**config.mk**
```make
export PLATFORM = sky130hd
export DESIGN_NAME = base_similarity_scorer
export DESIGN_NICKNAME = d
export VERILOG_FILES = /design/src/design/bss_pkg.sv /design/src/design/bss_ctrl.sv /design/src/design/bss_datapath.sv /design/src/design/base_similarity_scorer.sv
export SDC_FILE = /design/constraint.sdc
export NUM_CORES = 1
export LEC_CHECK = 0
export BUFFER_PORTS_ARGS = -buffer_cell sky130_fd_sc_hd__buf_2
export CAP_MARGIN = 20
export CORE_MARGIN = 3
export CORE_UTILIZATION = 25
export CTS_CLUSTER_SIZE = 14
export DETAILED_ROUTE_END_ITERATION = 10
export SETUP_SLACK_MARGIN = 0.02
export SYNTH_ARGS = -nofsm -noshare
export SYNTH_HDL_FRONTEND = slang
export SYNTH_HIERARCHICAL = 1
export SYNTH_SLANG_ARGS = --single-unit
```
**constraint.sdc**
```tcl
create_clock -name i_clk -period 6.9 [get_ports i_clk]
set_input_delay 1.38 -clock i_clk [delete_from_list [all_inputs] [get_ports i_clk]]
set_output_delay 1.38 -clock i_clk [all_outputs]
set_load 0.02 [all_outputs]
```
**src/design/bss_pkg.sv**
```systemverilog
// Package for the base similarity scorer: widths, register indexes, reset values
// and the command/status structs between controller and datapath.
// No dependencies.
package bss_pkg;

    localparam int C_BASE_W  = 2;
    localparam int C_CNT_W   = 8;
    localparam int C_PCT_W   = 7;
    localparam int C_NUM_W   = 15;
    localparam int C_STEP_W  = 3;
    localparam int C_CFG_W   = 8;
    localparam int C_IDX_W   = 1;

    localparam logic [C_PCT_W-1:0]  C_PERCENT_SCALE = 7'd100;
    localparam logic [C_PCT_W-1:0]  C_SIM_RESET     = 7'd75;
    localparam logic [C_CNT_W-1:0]  C_RUN_RESET     = 8'd15;
    localparam logic [C_STEP_W-1:0] C_TOP_STEP      = 3'd6;

    localparam logic [C_IDX_W-1:0] C_REG_SIM_THR = 1'b0;
    localparam logic [C_IDX_W-1:0] C_REG_RUN_THR = 1'b1;

    typedef struct packed {
        logic count_en;
        logic start_div;
        logic div_step;
    } t_dp_cmd;

    typedef struct packed {
        logic div_last;
    } t_dp_sts;

endpackage

```
**src/design/bss_ctrl.sv**
```systemverilog
// Controller of the base similarity scorer: counting, dividing, result states.
// Depends on bss_pkg.
module bss_ctrl
    import bss_pkg::*;
(
    input  logic    i_clk,
    input  logic    i_rst_n,
    input  logic    i_in_valid,
    input  logic    i_last_base,
    input  logic    i_out_stall,
    input  t_dp_sts i_sts,
    output logic    o_in_stall,
    output logic    o_out_valid,
    output t_dp_cmd o_cmd
);

    typedef enum logic [2:0] {
        ST_COUNT = 3'b001,
        ST_DIV   = 3'b010,
        ST_OUT   = 3'b100
    } t_state;

    t_state r_state;
    t_state n_state;
    logic   accept;

    // Pairs that are not last keep counting in every state; a last pair waits
    // until the divider and the result register are free.
    assign o_in_stall  = (r_state != ST_COUNT) && i_last_base;
    assign accept      = i_in_valid && !o_in_stall;
    assign o_out_valid = (r_state == ST_OUT);

    always_comb begin
        n_state         = r_state;
        o_cmd.count_en  = accept;
        o_cmd.start_div = 1'b0;
        o_cmd.div_step  = 1'b0;
        unique case (r_state)
            ST_COUNT: begin
                if (accept && i_last_base) begin
                    o_cmd.start_div = 1'b1;
                    n_state         = ST_DIV;
                end
            end
            ST_DIV: begin
                o_cmd.div_step = 1'b1;
                if (i_sts.div_last) begin
                    n_state = ST_OUT;
                end
            end
            ST_OUT: begin
                if (!i_out_stall) begin
                    n_state = ST_COUNT;
                end
            end
            default: begin
                n_state = ST_COUNT;
            end
        endcase
    end

    always_ff @(posedge i_clk) begin
        if (!i_rst_n) begin
            r_state <= ST_COUNT;
        end else begin
            r_state <= n_state;
        end
    end

endmodule

```
**src/design/bss_datapath.sv**
```systemverilog
// Datapath of the base similarity scorer: pair counters, threshold registers,
// a restoring divider one quotient bit per cycle, and the result registers.
// Depends on bss_pkg.
module bss_datapath
    import bss_pkg::*;
#(
    parameter int MAX_LEN = 128
) (
    input  logic                i_clk,
    input  logic                i_rst_n,
    input  t_dp_cmd             i_cmd,
    input  logic [C_BASE_W-1:0] i_ref_base,
    input  logic [C_BASE_W-1:0] i_probe_base,
    input  logic                i_cfg_we,
    input  logic [C_IDX_W-1:0]  i_cfg_idx,
    input  logic [C_CFG_W-1:0]  i_cfg_data,
    output t_dp_sts             o_sts,
    output logic [C_PCT_W-1:0]  o_similarity_percent,
    output logic [C_CNT_W-1:0]  o_longest_run,
    output logic                o_is_hit,
    output logic                o_length_overflow
);

    localparam logic [C_CNT_W-1:0] C_MAX = C_CNT_W'(MAX_LEN);

    logic [C_CNT_W-1:0]  r_pair, r_match, r_run, r_best;
    logic                r_ovf;
    logic [C_CNT_W-1:0]  n_pair, n_match, n_run, n_best;
    logic                n_ovf;
    logic [C_CNT_W-1:0]  cnt_pair, cnt_match, cnt_run, cnt_best;
    logic                cnt_ovf;

    logic [C_PCT_W-1:0]  r_sim_thr;
    logic [C_CNT_W-1:0]  r_run_thr;

    logic [C_NUM_W-1:0]  r_rem;
    logic [C_CNT_W-1:0]  r_div;
    logic [C_PCT_W-1:0]  r_quo;
    logic [C_STEP_W-1:0] r_step;
    logic [C_CNT_W-1:0]  r_best_snap;
    logic                r_ovf_snap;
    logic [C_NUM_W-1:0]  shifted;

    // Counter update for one accepted pair.
    always_comb begin
        cnt_pair  = r_pair;
        cnt_match = r_match;
        cnt_run   = r_run;
        cnt_best  = r_best;
        cnt_ovf   = r_ovf;
        if (i_cmd.count_en) begin
            if (r_pair >= C_MAX) begin
                cnt_ovf = 1'b1;
            end else begin
                cnt_pair = r_pair + 1'b1;
                if (i_ref_base == i_probe_base) begin
                    cnt_match = r_match + 1'b1;
                    cnt_run   = r_run + 1'b1;
                    if (cnt_run > r_best) begin
                        cnt_best = cnt_run;
                    end
                end else begin
                    cnt_run = '0;
                end
            end
        end
    end

    // The last pair of a probe hands its totals to the divider and clears.
    always_comb begin
        if (i_cmd.start_div) begin
            n_pair  = '0;
            n_match = '0;
            n_run   = '0;
            n_best  = '0;
            n_ovf   = 1'b0;
        end else begin
            n_pair  = cnt_pair;
            n_match = cnt_match;
            n_run   = cnt_run;
            n_best  = cnt_best;
            n_ovf   = cnt_ovf;
        end
    end

    assign shifted        = C_NUM_W'(r_div) << r_step;
    assign o_sts.div_last = (r_step == '0);

    always_ff @(posedge i_clk) begin
        if (!i_rst_n) begin
            r_pair    <= '0;
            r_match   <= '0;
            r_run     <= '0;
            r_best    <= '0;
            r_ovf     <= 1'b0;
            r_sim_thr <= C_SIM_RESET;
            r_run_thr <= C_RUN_RESET;
        end else begin
            r_pair  <= n_pair;
            r_match <= n_match;
            r_run   <= n_run;
            r_best  <= n_best;
            r_ovf   <= n_ovf;
            if (i_cfg_we) begin
                unique case (i_cfg_idx)
                    C_REG_SIM_THR: r_sim_thr <= i_cfg_data[C_PCT_W-1:0];
                    C_REG_RUN_THR: r_run_thr <= i_cfg_data;
                    default:       r_run_thr <= r_run_thr;
                endcase
            end
        end
    end

    // The quotient never exceeds 100, so seven trial subtractions suffice.
    always_ff @(posedge i_clk) begin
        if (i_cmd.start_div) begin
            r_rem       <= C_NUM_W'(C_PERCENT_SCALE) * C_NUM_W'(cnt_match);
            r_div       <= cnt_pair;
            r_quo       <= '0;
            r_step      <= C_TOP_STEP;
            r_best_snap <= cnt_best;
            r_ovf_snap  <= cnt_ovf;
        end else if (i_cmd.div_step) begin
            if (r_rem >= shifted) begin
                r_rem         <= r_rem - shifted;
                r_quo[r_step] <= 1'b1;
            end
            r_step <= r_step - 1'b1;
        end
    end

    assign o_similarity_percent = r_quo;
    assign o_longest_run        = r_best_snap;
    assign o_length_overflow    = r_ovf_snap;
    assign o_is_hit             = (r_quo >= r_sim_thr) || (r_best_snap >= r_run_thr);

endmodule

```
**src/design/base_similarity_scorer.sv**
```systemverilog
// Top level of the base similarity scorer: controller plus datapath.
// Depends on bss_pkg, bss_ctrl and bss_datapath.
//
// Usage: one aligned base pair (genome base, probe base) arrives per input
// beat on i_in_valid / o_in_stall; i_last_base marks the final pair of a probe.
// For each probe the block emits one result beat on o_out_valid / i_out_stall
// carrying floor(100*matches/pairs), the longest run of matches, the hit flag
// and a flag telling that the probe ran past MAX_LEN pairs (only the first
// MAX_LEN pairs are scored then).
// Throughput: one pair per cycle within a probe. The result is set by the restoring divider,
// which starts at the edge that accepts the last pair and produces one quotient bit per cycle.
// Pairs of the next probe are accepted while the division runs and while a
// result waits; only that probe's last pair is stalled until the previous
// result beat has been taken. A stalled result simply stays on the outputs.
// Thresholds are written through i_cfg_we / i_cfg_idx / i_cfg_data while the
// block is idle. Reset (synchronous, active low) clears all counters, drops
// o_out_valid and restores the thresholds to 75 percent and a run of 15.
module base_similarity_scorer
    import bss_pkg::*;
#(
    parameter int MAX_LEN = 128
) (
    input  logic                i_clk,
    input  logic                i_rst_n,
    input  logic                i_in_valid,
    output logic                o_in_stall,
    input  logic [C_BASE_W-1:0] i_ref_base,
    input  logic [C_BASE_W-1:0] i_probe_base,
    input  logic                i_last_base,
    output logic                o_out_valid,
    input  logic                i_out_stall,
    output logic [C_PCT_W-1:0]  o_similarity_percent,
    output logic [C_CNT_W-1:0]  o_longest_run,
    output logic                o_is_hit,
    output logic                o_length_overflow,
    input  logic                i_cfg_we,
    input  logic [C_IDX_W-1:0]  i_cfg_idx,
    input  logic [C_CFG_W-1:0]  i_cfg_data
);

    t_dp_cmd cmd;
    t_dp_sts sts;

    // The controller sequences counting, the divider steps and the result beat.
    bss_ctrl u_ctrl (
        .i_clk       (i_clk),
        .i_rst_n     (i_rst_n),
        .i_in_valid  (i_in_valid),
        .i_last_base (i_last_base),
        .i_out_stall (i_out_stall),
        .i_sts       (sts),
        .o_in_stall  (o_in_stall),
        .o_out_valid (o_out_valid),
        .o_cmd       (cmd)
    );

    // The datapath holds counters, thresholds, the divider and result registers.
    bss_datapath #(
        .MAX_LEN (MAX_LEN)
    ) u_dp (
        .i_clk                (i_clk),
        .i_rst_n              (i_rst_n),
        .i_cmd                (cmd),
        .i_ref_base           (i_ref_base),
        .i_probe_base         (i_probe_base),
        .i_cfg_we             (i_cfg_we),
        .i_cfg_idx            (i_cfg_idx),
        .i_cfg_data           (i_cfg_data),
        .o_sts                (sts),
        .o_similarity_percent (o_similarity_percent),
        .o_longest_run        (o_longest_run),
        .o_is_hit             (o_is_hit),
        .o_length_overflow    (o_length_overflow)
    );

endmodule

```
==> impl_metrics.env, run 1 <==
export IMPL_cts_sinks=93
export IMPL_drt_pass1_iterations=4
export IMPL_cpPeakStageDelay_ps=490
export IMPL_pre_cts_ws_ps=1070
export IMPL_r2r_slack_ps=1670
export IMPL_netlist_top_cells_area="dfxtp_1 20%, edfxtp_1 14%, ha_1 14%"
export IMPL_multi_input_area_um2=3750
export IMPL_clk_pin_slew_ps=70
export IMPL_post_cts_resized=0
export IMPL_p_leak_uw=0.00307
export IMPL_timing_rr_end="u_dp/r_rem[14]$_DFFE_PP_"
export IMPL_synth_seq_cells=93
export IMPL_tightestPinTransition_ps=925
export IMPL_fin_nets=795
export IMPL_min_period_ps=5450
export IMPL_dp_cells=1012
export IMPL_syn_inst=674
export IMPL_ioPinCount=38
export IMPL_portBuffers=37
export IMPL_finalCritPeriodShare_pct=79.0
export IMPL_ys_async_sr_fraction_pct=0
export IMPL_syn_to_final_growth_pct=13.1
export IMPL_setup_viol=0
export IMPL_synth_top_cell_by_area="dfxtp_1"
export IMPL_crit_slowest_cell="fa_1"
export IMPL_critPathTopFamily="adder cells"
export IMPL_reg2reg_depth=18
export IMPL_synthFlopType="dfxtp_1"
export IMPL_timing_setup_tns_ps=0
export IMPL_power_uw=1310
export IMPL_clk_latency_ps=340
export IMPL_grt_pass1_vias=4347
export IMPL_post_drt_wl_per_cell_um=12.8
export IMPL_die_area_um2=26900
export IMPL_min_from="u_dp/r_sim_thr[5]$_SDFFE_PN0P_"
export IMPL_crit_chain="buf_2 -> a21boi_1 -> nand2b_1 -> nor3_4 -> and4_4 -> xor2_1 -> ha_1 -> ha_1 -> inv_1 -> fa_1 -> inv_1 -> ha_1 -> a21o_1 -> a21oi_1 -> o21ai_0 -> o41ai_1 -> xnor2_1 -> o2bb2ai_1"
export IMPL_vias_per_cell=4.48
export IMPL_finClkSkew_ps=4.72
export IMPL_cp_start_kind="input pin"
export IMPL_ys_warn_count=6
export IMPL_critPathMaxFanout=7
export IMPL_n_fill_cell=2611
export IMPL_setup_ws_ps=1450
export IMPL_yosysMostFrequentCell="nand2_1"
export IMPL_rows=57
export IMPL_postRouteAntennaNets=0
export IMPL_status="completed"
export IMPL_die_h_um=164
export IMPL_synth_edf_count=30
export IMPL_cts_tree="yes"
export IMPL_dp_hpwl_mm=10.0
export IMPL_synth_cell_types=64
export IMPL_netlist_area_leader_share_pct=20.2
export IMPL_post_cts_buffers=0
export IMPL_syn_nets=769
export IMPL_ys_seq_area_share_pct=34.7
export IMPL_endpoint_kind="register"
export IMPL_drive_gt1_share_pct=11.2
export IMPL_powerDensity_nw_per_um2=186
export IMPL_crit_path_frequent_cell="ha_1"
export IMPL_fmax_mhz=183
export IMPL_arrival_ps=5550
export IMPL_crit_type="input pin to register"
export IMPL_maxCapViolCount=0
export IMPL_core_region_area_um2=24400
export IMPL_register_area_um2=2160
export IMPL_vias=4613
export IMPL_r2r_start="u_ctrl/r_state[0]$_SDFFE_PN1P_"
export IMPL_fin_util_pct=28.9
export IMPL_hold_buffers=0
export IMPL_h_tree_depth=3
export IMPL_drv_slew=0
export IMPL_start_util_pct=25.6
export IMPL_grt_max_degree=55
export IMPL_irDropWorstVdd_mv=0.136
export IMPL_grt_ovfl_total=0
export IMPL_syn_avg_cell_area_um2=9.25
export IMPL_antenna_cells=0
export IMPL_fin_cells=1029
export IMPL_grt_use_total_pct=10.1
export IMPL_min_path_type="register to register"
export IMPL_min_to="u_dp/r_sim_thr[5]$_SDFFE_PN0P_"
export IMPL_critPathBufInv=3
export IMPL_rsz0062_at_grt="no"
export IMPL_drc=0
export IMPL_cp_required_ps=7000
export IMPL_gp_congestion=0.805
export IMPL_relSlewSlack_pct=38.3
export IMPL_wl_mm=13.2
export IMPL_die_x_um=164
export IMPL_syn_area_um2=6230
export IMPL_cts_root_buf="clkbuf_16"
export IMPL_grt_pass1_wl_mm=21.9
export IMPL_hold_viol_final=0
export IMPL_drt_iter0_drc=144
export IMPL_clock_path_buffers=2
export IMPL_worstHoldPathCells=2
export IMPL_synth_common_cells="78 x nand2_1, 72 x ha_1, 63 x dfxtp_1"
export IMPL_antenna_found_initial=0
export IMPL_cts_made_buffers=9
[cell type report]
class	count	area share, %
clock buffers	9	3.19
clock inverters	7	1.03
inverters	55	2.93
multi-input cells	499	53.2
flip-flops and latches	93	30.7
well taps	324	5.75
repair buffers	42	3.27
[power breakdown]
group | switching [µW] | internal, µW
combinational | 124 | 82.9
clock | 223 | 284
sequential | 14.8 | 582
total | 363 | 948
[per-layer routing]
layer	wire length [µm]	up-vias	track usage, %
li1	-	2450	-
met5	0	-	0
met2	5870	47	15.5
met1	6780	2104	14.4
met4	224	0	3.92
met3	293	12	1.24
[cells by family after synthesis]
group                    Yosys count  synth area share, %
AO/OA/AOI/OAI                    146                 16.4
XOR/XNOR                          41                 5.88
adder cells (fa/ha/maj)           76                 15.7
buffers and inverters             82                 5.36
flip-flops                        93                 34.7
multiplexers                      29                 5.28
AND/OR/NAND/NOR                  207                 16.7
[flip-flops by register name, summed over array words and instances (netlist names)]
| register | cells |
|---|---|
| u_dp/r_rem | 15 |
| u_dp/r_match | 8 |
| u_dp/r_ovf | 1 |
| u_dp/r_div | 8 |
| u_dp/r_best | 8 |
| u_dp/r_pair | 8 |
| u_dp/r_sim_thr | 7 |
| u_dp/o_similarity_percent | 7 |
| u_dp/r_step | 3 |
| u_ctrl/r_state | 3 |
| u_dp/o_length_overflow | 1 |
| u_dp/r_run | 8 |
| u_dp/r_run_thr | 8 |
| u_dp/o_longest_run | 8 |
[per-stage QoR]
stage          area (µm²)  hold WS (ps)
6_report             7050           472
5_1_grt              7050           506
4_1_cts              7040           474
3_5_place_dp         6740           466
3_3_place_gp         6740           454
2_1_floorplan        6230           443
[cell usage in the layout (no fill, tap or decap), types with 9 or more instances in the layout]
cell / n
nor2_1: 32
o211ai_1: 14
mux2i_1: 19
dfxtp_1: 63
nand4_1: 12
a211oi_1: 9
xnor2_1: 24
inv_1: 54
clkbuf_16: 9
a21oi_1: 31
nand3_1: 10
nand2_1: 78
o31ai_1: 9
nand2b_1: 12
o21ai_0: 18
and2_1: 18
buf_2: 37
xor2_1: 16
edfxtp_1: 30
a21o_1: 16
ha_1: 72
[worst reg2reg max path: stages (launching register included)]
cell and delay, ps:
dfxtp_1 450, or3b_1 450, a21boi_1 330, nand2b_1 290
nor3_4 240, and4_4 270, xor2_1 290, ha_1 310
ha_1 280, inv_1 50, fa_1 490, inv_1 40
ha_1 320, a21o_1 190, a21oi_1 260, o21ai_0 150
o41ai_1 310, xnor2_1 120, o2bb2ai_1 130
[worst max-delay path by stage]
stage,depth (start not counted),slack (ps),start,to
global route,18,1120,i_in_valid,u_dp/r_rem[14]$_DFFE_PP_
global placement,18,1140,i_in_valid,u_dp/r_rem[14]$_DFFE_PP_
floorplan,19,1550,i_in_valid,u_dp/r_rem[14]$_DFFE_PP_
CTS,18,1420,i_in_valid,u_dp/r_rem[14]$_DFFE_PP_
finish,18,1450,i_in_valid,u_dp/r_rem[14]$_DFFE_PP_
detailed placement,18,1070,i_in_valid,u_dp/r_rem[14]$_DFFE_PP_
(Power assumes the default switching activity.)
==> run 2: changes to the inputs <==
--- a/config.mk
+++ b/config.mk
@@ -5,6 +5,7 @@
 export SDC_FILE = /design/constraint.sdc
 export NUM_CORES = 1
 export LEC_CHECK = 0
+export ABC_AREA = 1
 export BUFFER_PORTS_ARGS = -buffer_cell sky130_fd_sc_hd__buf_2
 export CAP_MARGIN = 20
 export CORE_MARGIN = 3
==> constraint.sdc (replaced) <==
create_clock -name i_clk -period 4.79 [get_ports i_clk]
set_input_delay 0.958 -clock i_clk [delete_from_list [all_inputs] [get_ports i_clk]]
set_output_delay 0.958 -clock i_clk [all_outputs]
set_load 0.02 [all_outputs]
==> impl_metrics.env, run 2 <==
export IMPL_status="completed"
export IMPL_netlist_area_leader_share_pct=19.3
export IMPL_grt_use_total_pct=9.97
export IMPL_cts_root_buf="clkbuf_16"
export IMPL_netlist_top_cells_area="dfxtp_1 19%, edfxtp_1 14%, ha_1 14%"
export IMPL_grt_ovfl_total=0
export IMPL_synthFlopType="dfxtp_1"
export IMPL_cp_required_ps=4870
export IMPL_postRouteAntennaNets=0
export IMPL_crit_type="input pin to register"
export IMPL_seq_power_share_pct=37.7
export IMPL_layout_cell_area_non_filler_um2=7450
export IMPL_grt_max_degree=32
export IMPL_yosysMostFrequentCell="nand2_1"
export IMPL_p_switching_uw=857
export IMPL_cp_startpoint="i_last_base"
export IMPL_hold_viol_final=0
export IMPL_cts_sinks=93
export IMPL_cts_tree="yes"
export IMPL_vias_per_cell=4.27
export IMPL_final_common_cell="nand2_1"
export IMPL_drive_gt1_share_pct=11.7
export IMPL_cp_start_kind="input pin"
export IMPL_min_from="u_dp/r_sim_thr[5]$_SDFFE_PN0P_"
export IMPL_post_cts_resized=0
export IMPL_ys_warn_count=6
export IMPL_core_region_area_um2=25400
export IMPL_gp_congestion=0.855
export IMPL_clk_latency_ps=340
export IMPL_setup_viol=0
export IMPL_n_fill_cell=2762
export IMPL_relSlewSlack_pct=62.1
export IMPL_worstHoldPathCells=2
export IMPL_syn_avg_cell_area_um2=7.35
export IMPL_p_clk_share_pct=31.3
export IMPL_p_leak_uw=0.00374
export IMPL_syn_area_um2=6530
export IMPL_drt_iter0_drc=240
export IMPL_critPathMaxFanout=5
export IMPL_antenna_found_initial=0
export IMPL_fmax_mhz=230
export IMPL_finalCritPeriodShare_pct=90.7
export IMPL_syn_nets=984
export IMPL_dp_hpwl_mm=11.1
export IMPL_rsz0062_at_grt="no"
export IMPL_drv_slew=0
export IMPL_start_util_pct=25.7
export IMPL_finClkSkew_ps=8.95
export IMPL_arrival_ps=4430
export IMPL_reg2reg_depth=24
export IMPL_die_area_um2=28100
export IMPL_min_to="u_dp/r_sim_thr[5]$_SDFFE_PN0P_"
export IMPL_irDropWorstVdd_mv=0.220
export IMPL_antenna_cells=0
export IMPL_portBuffers=37
export IMPL_rows=58
export IMPL_min_period_ps=4350
export IMPL_syn_inst=889
export IMPL_vias=5400
export IMPL_fin_nets=1025
export IMPL_maxCapViolCount=0
export IMPL_wl_mm=13.9
export IMPL_syn_to_final_growth_pct=14.1
export IMPL_ys_async_sr_fraction_pct=0
export IMPL_die_h_um=168
export IMPL_clk_pin_slew_ps=70
export IMPL_timing_setup_tns_ps=0
export IMPL_largest_reg_flops=15
export IMPL_grt_pass1_vias=4936
export IMPL_regMostFlops="u_dp/r_rem"
export IMPL_endpoint_kind="register"
export IMPL_synth_seq_cells=93
export IMPL_post_drt_wl_per_cell_um=11.0
export IMPL_intPower_uw=1560
export IMPL_grt_pass1_wl_mm=23.4
export IMPL_r2r_slack_ps=610
export IMPL_r2r_start="u_ctrl/r_state[2]$_SDFFE_PN0P_"
export IMPL_combPwrFrac_pct=31.0
export IMPL_min_path_type="register to register"
export IMPL_layout_common_cells="223 x nand2_1, 158 x inv_1, 76 x nor2_1, 72 x ha_1, 63 x dfxtp_1"
export IMPL_cts_made_buffers=9
export IMPL_timing_rr_end="u_dp/r_rem[14]$_DFFE_PP_"
export IMPL_swShare_pct=35.5
export IMPL_post_dp_cell_area_um2=7100
export IMPL_tightestPinTransition_ps=568
export IMPL_powerDensity_nw_per_um2=324
export IMPL_ys_seq_area_share_pct=33.1
export IMPL_drt_pass1_iterations=5
export IMPL_power_uw=2410
export IMPL_synth_top_cell_by_area="dfxtp_1"
export IMPL_synth_edf_count=30
export IMPL_synth_common_cells="223 x nand2_1, 158 x inv_1, 76 x nor2_1"
export IMPL_ioPinCount=38
export IMPL_clock_path_buffers=2
export IMPL_synth_cell_types=46
export IMPL_drc=0
export IMPL_hold_buffers=0
export IMPL_post_cts_buffers=0
export IMPL_h_tree_depth=3
export IMPL_die_x_um=168
[run 2: stage by stage]
stage	utilization (%)	hold slack (ps)	cells	worst slack [ps]
floorplan	-	433	889	235
global placement	28.0	445	1248	99.7
detailed placement	28.0	453	1248	59.6
CTS	29.2	464	1264	407
global route	29.3	482	1265	36.7
finish	29.3	460	1265	445
[run 2: metal layers]
| layer | routed length, µm | vias to the layer above | GRT usage, % | share of wire (%) |
|---|---|---|---|---|
| met5 | 0 | - | 0 | 0 |
| met2 | 6460 | 51 | 16.6 | 46 |
| met4 | 193 | 0 | 3.27 | 1.4 |
| li1 | - | 2927 | - | - |
| met3 | 348 | 10 | 1.18 | 2.5 |
| met1 | 6900 | 2412 | 13.5 | 50 |
[run 2: worst max path at each step]
stage | to | slack, ps | cells after the start
2_1_floorplan | u_dp/r_rem[14]$_DFFE_PP_ | 230 | 24
3_3_place_gp | u_dp/r_rem[14]$_DFFE_PP_ | 100 | 23
3_5_place_dp | u_dp/r_rem[14]$_DFFE_PP_ | 60 | 23
4_1_cts | u_dp/r_rem[14]$_DFFE_PP_ | 410 | 23
5_1_grt | u_dp/r_rem[14]$_DFFE_PP_ | 40 | 23
6_report | u_dp/r_rem[14]$_DFFE_PP_ | 440 | 23
[run 2: area by class of cell]
| cell class | instances | area (µm²) | area share (%) |
|---|---|---|---|
| repair buffers | 49 | 295 | 3.96 |
| clock buffers | 10 | 239 | 3.21 |
| well taps | 330 | 413 | 5.54 |
| multi-input cells | 613 | 3640 | 48.9 |
| clock inverters | 6 | 78.8 | 1.06 |
| inverters | 164 | 616 | 8.26 |
| flip-flops and latches | 93 | 2160 | 29.0 |
[run 2: logic make-up (layout without fill, tap and decap cells)]
family          after synthesis  in the layout  share of synthesized area, %
fa+ha+maj                    76             76                          15.0
buf+inv                     183            229                          11.1
mux                           1              1                         0.153
compound gates              126            126                          12.1
flops                        93             93                          33.1
simple gates                388            388                          25.5
xor+xnor                     22             22                          3.07
[run 2: power by group through the flow]
stage,clock [µW],sequential [µW],combinational (µW)
floorplan,0,921,574
global placement,0,928,737
detailed placement,0,929,739
CTS,773,911,744
global route,804,918,864
finish,755,911,748
[run 2: worst max-delay path, stage by stage]
cell and delay, ps:
buf_2 120, nand2_1 60, inv_1 40, nor2_1 210
inv_2 100, nor2_8 120, nand4_2 110, nor2_1 160
inv_1 70, nor2_1 120, nor2_1 80, ha_1 290
ha_1 270, inv_1 50, fa_1 490, inv_1 40
ha_1 350, nand2_1 90, o21ai_0 210, nand2_1 100
a21oi_1 140, nor2_1 50, o21bai_2 170
==> run 3: changes to the inputs <==
--- a/config.mk
+++ b/config.mk
@@ -10,8 +10,10 @@
 export CAP_MARGIN = 20
 export CORE_MARGIN = 3
 export CORE_UTILIZATION = 25
+export CTS_BUF_LIST = sky130_fd_sc_hd__clkbuf_4 sky130_fd_sc_hd__clkbuf_8
 export CTS_CLUSTER_SIZE = 14
 export DETAILED_ROUTE_END_ITERATION = 10
+export REMOVE_ABC_BUFFERS = 1
 export SETUP_SLACK_MARGIN = 0.02
 export SYNTH_ARGS = -nofsm -noshare
 export SYNTH_HDL_FRONTEND = slang
==> constraint.sdc (replaced) <==
create_clock -name i_clk -period 4.79 [get_ports i_clk]
set_input_delay 0.958 -clock i_clk [delete_from_list [all_inputs] [get_ports i_clk]]
set_output_delay 0.958 -clock i_clk [all_outputs]
set_load 0.05 [all_outputs]
==> impl_metrics.env, run 3 (same netlist as run 2, synthesis figures left out) <==
export IMPL_min_to="u_dp/r_sim_thr[2]$_SDFFE_PN0P_"
export IMPL_grt_pass1_vias=5089
export IMPL_arrival_ps=4400
export IMPL_critPathTopFamily="adder cells"
export IMPL_critPathBufInv=6
export IMPL_grt_pass1_wl_mm=23.4
export IMPL_cts_sinks=93
export IMPL_cts_root_buf="clkbuf_8"
export IMPL_clk_pin_slew_ps=90
export IMPL_clk_latency_ps=370
export IMPL_grt_use_total_pct=9.87
export IMPL_gp_congestion=0.851
export IMPL_crit_path_frequent_cell="inv_1"
export IMPL_maxCapViolCount=0
export IMPL_r2r_slack_ps=620
export IMPL_drive_gt1_share_pct=11.4
export IMPL_die_area_um2=28100
export IMPL_fin_nets=1022
export IMPL_tightestPinTransition_ps=554
export IMPL_drt_pass1_iterations=5
export IMPL_wl_met2_mm=6.25
export IMPL_postRouteAntennaNets=0
export IMPL_drt_iter0_drc=290
export IMPL_cpPeakStageDelay_ps=490
export IMPL_syn_to_final_growth_pct=11.6
export IMPL_r2r_start="u_ctrl/r_state[2]$_SDFFE_PN0P_"
export IMPL_fmax_mhz=233
export IMPL_rows=58
export IMPL_timing_rr_end="u_dp/r_rem[14]$_DFFE_PP_"
export IMPL_cp_start_kind="input pin"
export IMPL_grt_max_degree=32
export IMPL_irDropWorstVdd_mv=0.146
export IMPL_antenna_found_initial=0
export IMPL_crit_chain="buf_2 -> nand2_1 -> inv_1 -> nor2_1 -> inv_2 -> nor2_8 -> nand3_4 -> nor2_2 -> xnor2_1 -> inv_1 -> ha_1 -> ha_1 -> inv_1 -> fa_1 -> inv_1 -> ha_1 -> nand2_1 -> o21ai_0 -> nand2_1 -> a21oi_1 -> nor2_1 -> o21bai_2"
export IMPL_antenna_cells=0
export IMPL_crit_type="input pin to register"
export IMPL_layout_cell_area_non_filler_um2=7290
export IMPL_drc=0
export IMPL_cp_required_ps=4900
export IMPL_status="completed"
export IMPL_hold_viol_final=0
export IMPL_vias_per_cell=4.31
export IMPL_core_region_area_um2=25400
export IMPL_ioPinCount=38
export IMPL_die_h_um=168
export IMPL_finClkSkew_ps=12.3
export IMPL_p_leak_uw=0.00366
export IMPL_routed_wl_met3_um=312
export IMPL_min_period_ps=4290
export IMPL_start_util_pct=25.7
export IMPL_min_from="u_dp/r_sim_thr[2]$_SDFFE_PN0P_"
export IMPL_min_path_type="register to register"
export IMPL_post_cts_buffers=0
export IMPL_crit_slowest_cell="fa_1"
export IMPL_cts_tree="yes"
export IMPL_clock_path_buffers=2
export IMPL_hold_buffers=0
export IMPL_largest_reg_flops=15
export IMPL_worstHoldPathCells=2
export IMPL_endpoint_kind="register"
export IMPL_cts_made_buffers=9
export IMPL_highest_layer="met4"
export IMPL_reg2reg_depth=23
export IMPL_drv_slew=0
export IMPL_finalCritPeriodShare_pct=89.5
export IMPL_setup_viol=0
export IMPL_post_cts_resized=0
export IMPL_rsz0062_at_grt="no"
export IMPL_die_x_um=168
export IMPL_post_drt_wl_per_cell_um=10.9
export IMPL_drt_met1_wl_mm=6.89
export IMPL_vias=5433
export IMPL_layout_common_cells="223 x nand2_1, 158 x inv_1, 76 x nor2_1, 72 x ha_1, 63 x dfxtp_1"
export IMPL_critPathMaxFanout=5
export IMPL_post_dp_cell_area_um2=7080
export IMPL_regMostFlops="u_dp/r_rem"
export IMPL_grt_ovfl_total=0
export IMPL_portBuffers=37
export IMPL_dp_hpwl_mm=11.0
export IMPL_timing_setup_tns_ps=0
export IMPL_h_tree_depth=3
export IMPL_wl_mm=13.7
export IMPL_fin_util_pct=28.7
export IMPL_powerDensity_nw_per_um2=300
export IMPL_final_common_cell="nand2_1"
export IMPL_relSlewSlack_pct=63.0
run 3: worst max path at each step:
stage                     slack [ps]         from                        to  depth (start not counted)
final                            500  i_last_base  u_dp/r_rem[14]$_DFFE_PP_                         22
after detailed placement         100  i_last_base  u_dp/r_rem[14]$_DFFE_PP_                         23
after global routing              40  i_last_base  u_dp/r_rem[14]$_DFFE_PP_                         24
after CTS                        470  i_last_base  u_dp/r_rem[14]$_DFFE_PP_                         23
after floorplan                   60  i_last_base  u_dp/r_rem[14]$_DFFE_PP_                         23
after global placement           130  i_last_base  u_dp/r_rem[14]$_DFFE_PP_                         23
run 3: worst register-to-register path: stages, from the launching register on:
cell      delay [ps]
dfxtp_1          350
inv_1             80
nand3_1          130
nand2_1           90
inv_1             50
nor2_1           150
inv_2             80
nor2_8           130
nand3_4          130
nor2_2           150
xnor2_1          150
inv_1            110
ha_1             300
ha_1             280
inv_1             50
fa_1             490
inv_1             40
ha_1             340
nand2_1           80
o21ai_0          260
nand2_1          110
a21oi_1          140
nor2_1            60
o21bai_2         170
run 3: power by group:
group	leakage (µW)	switching (µW)	internal (µW)	total, µW
Combinational	0.00277	532	252	784
Clock	0.0000924	289	200	489
Sequential	0.000799	36.5	873	909
run 3: final cells by class:
| class | count | area, µm² |
|---|---|---|
| Clock buffer | 10 | 131 |
| Inverter | 164 | 616 |
| Clock inverter | 6 | 46.3 |
| Multi-Input combinational cell | 613 | 3640 |
| Tap cell | 330 | 413 |
| Fill cell | 2780 | 18100 |
| Sequential cell | 93 | 2160 |
| Timing Repair Buffer | 46 | 273 |
run 3: per-layer routing:
layer	global-route usage (%)	vias to the layer above
met3	0.992	16
met4	3.66	0
met2	16.0	67
met5	0	-
met1	13.6	2421
li1	-	2929
run 3: per-stage QoR:
stage	power [µW]	hold WS [ps]	instances	setup slack, ps
after floorplan	1500	433	870	63.0
after global placement	1690	444	1245	133
after detailed placement	1700	453	1245	102
after CTS	2200	466	1261	469
after global routing	2350	481	1262	42.8
final	2180	461	1262	501
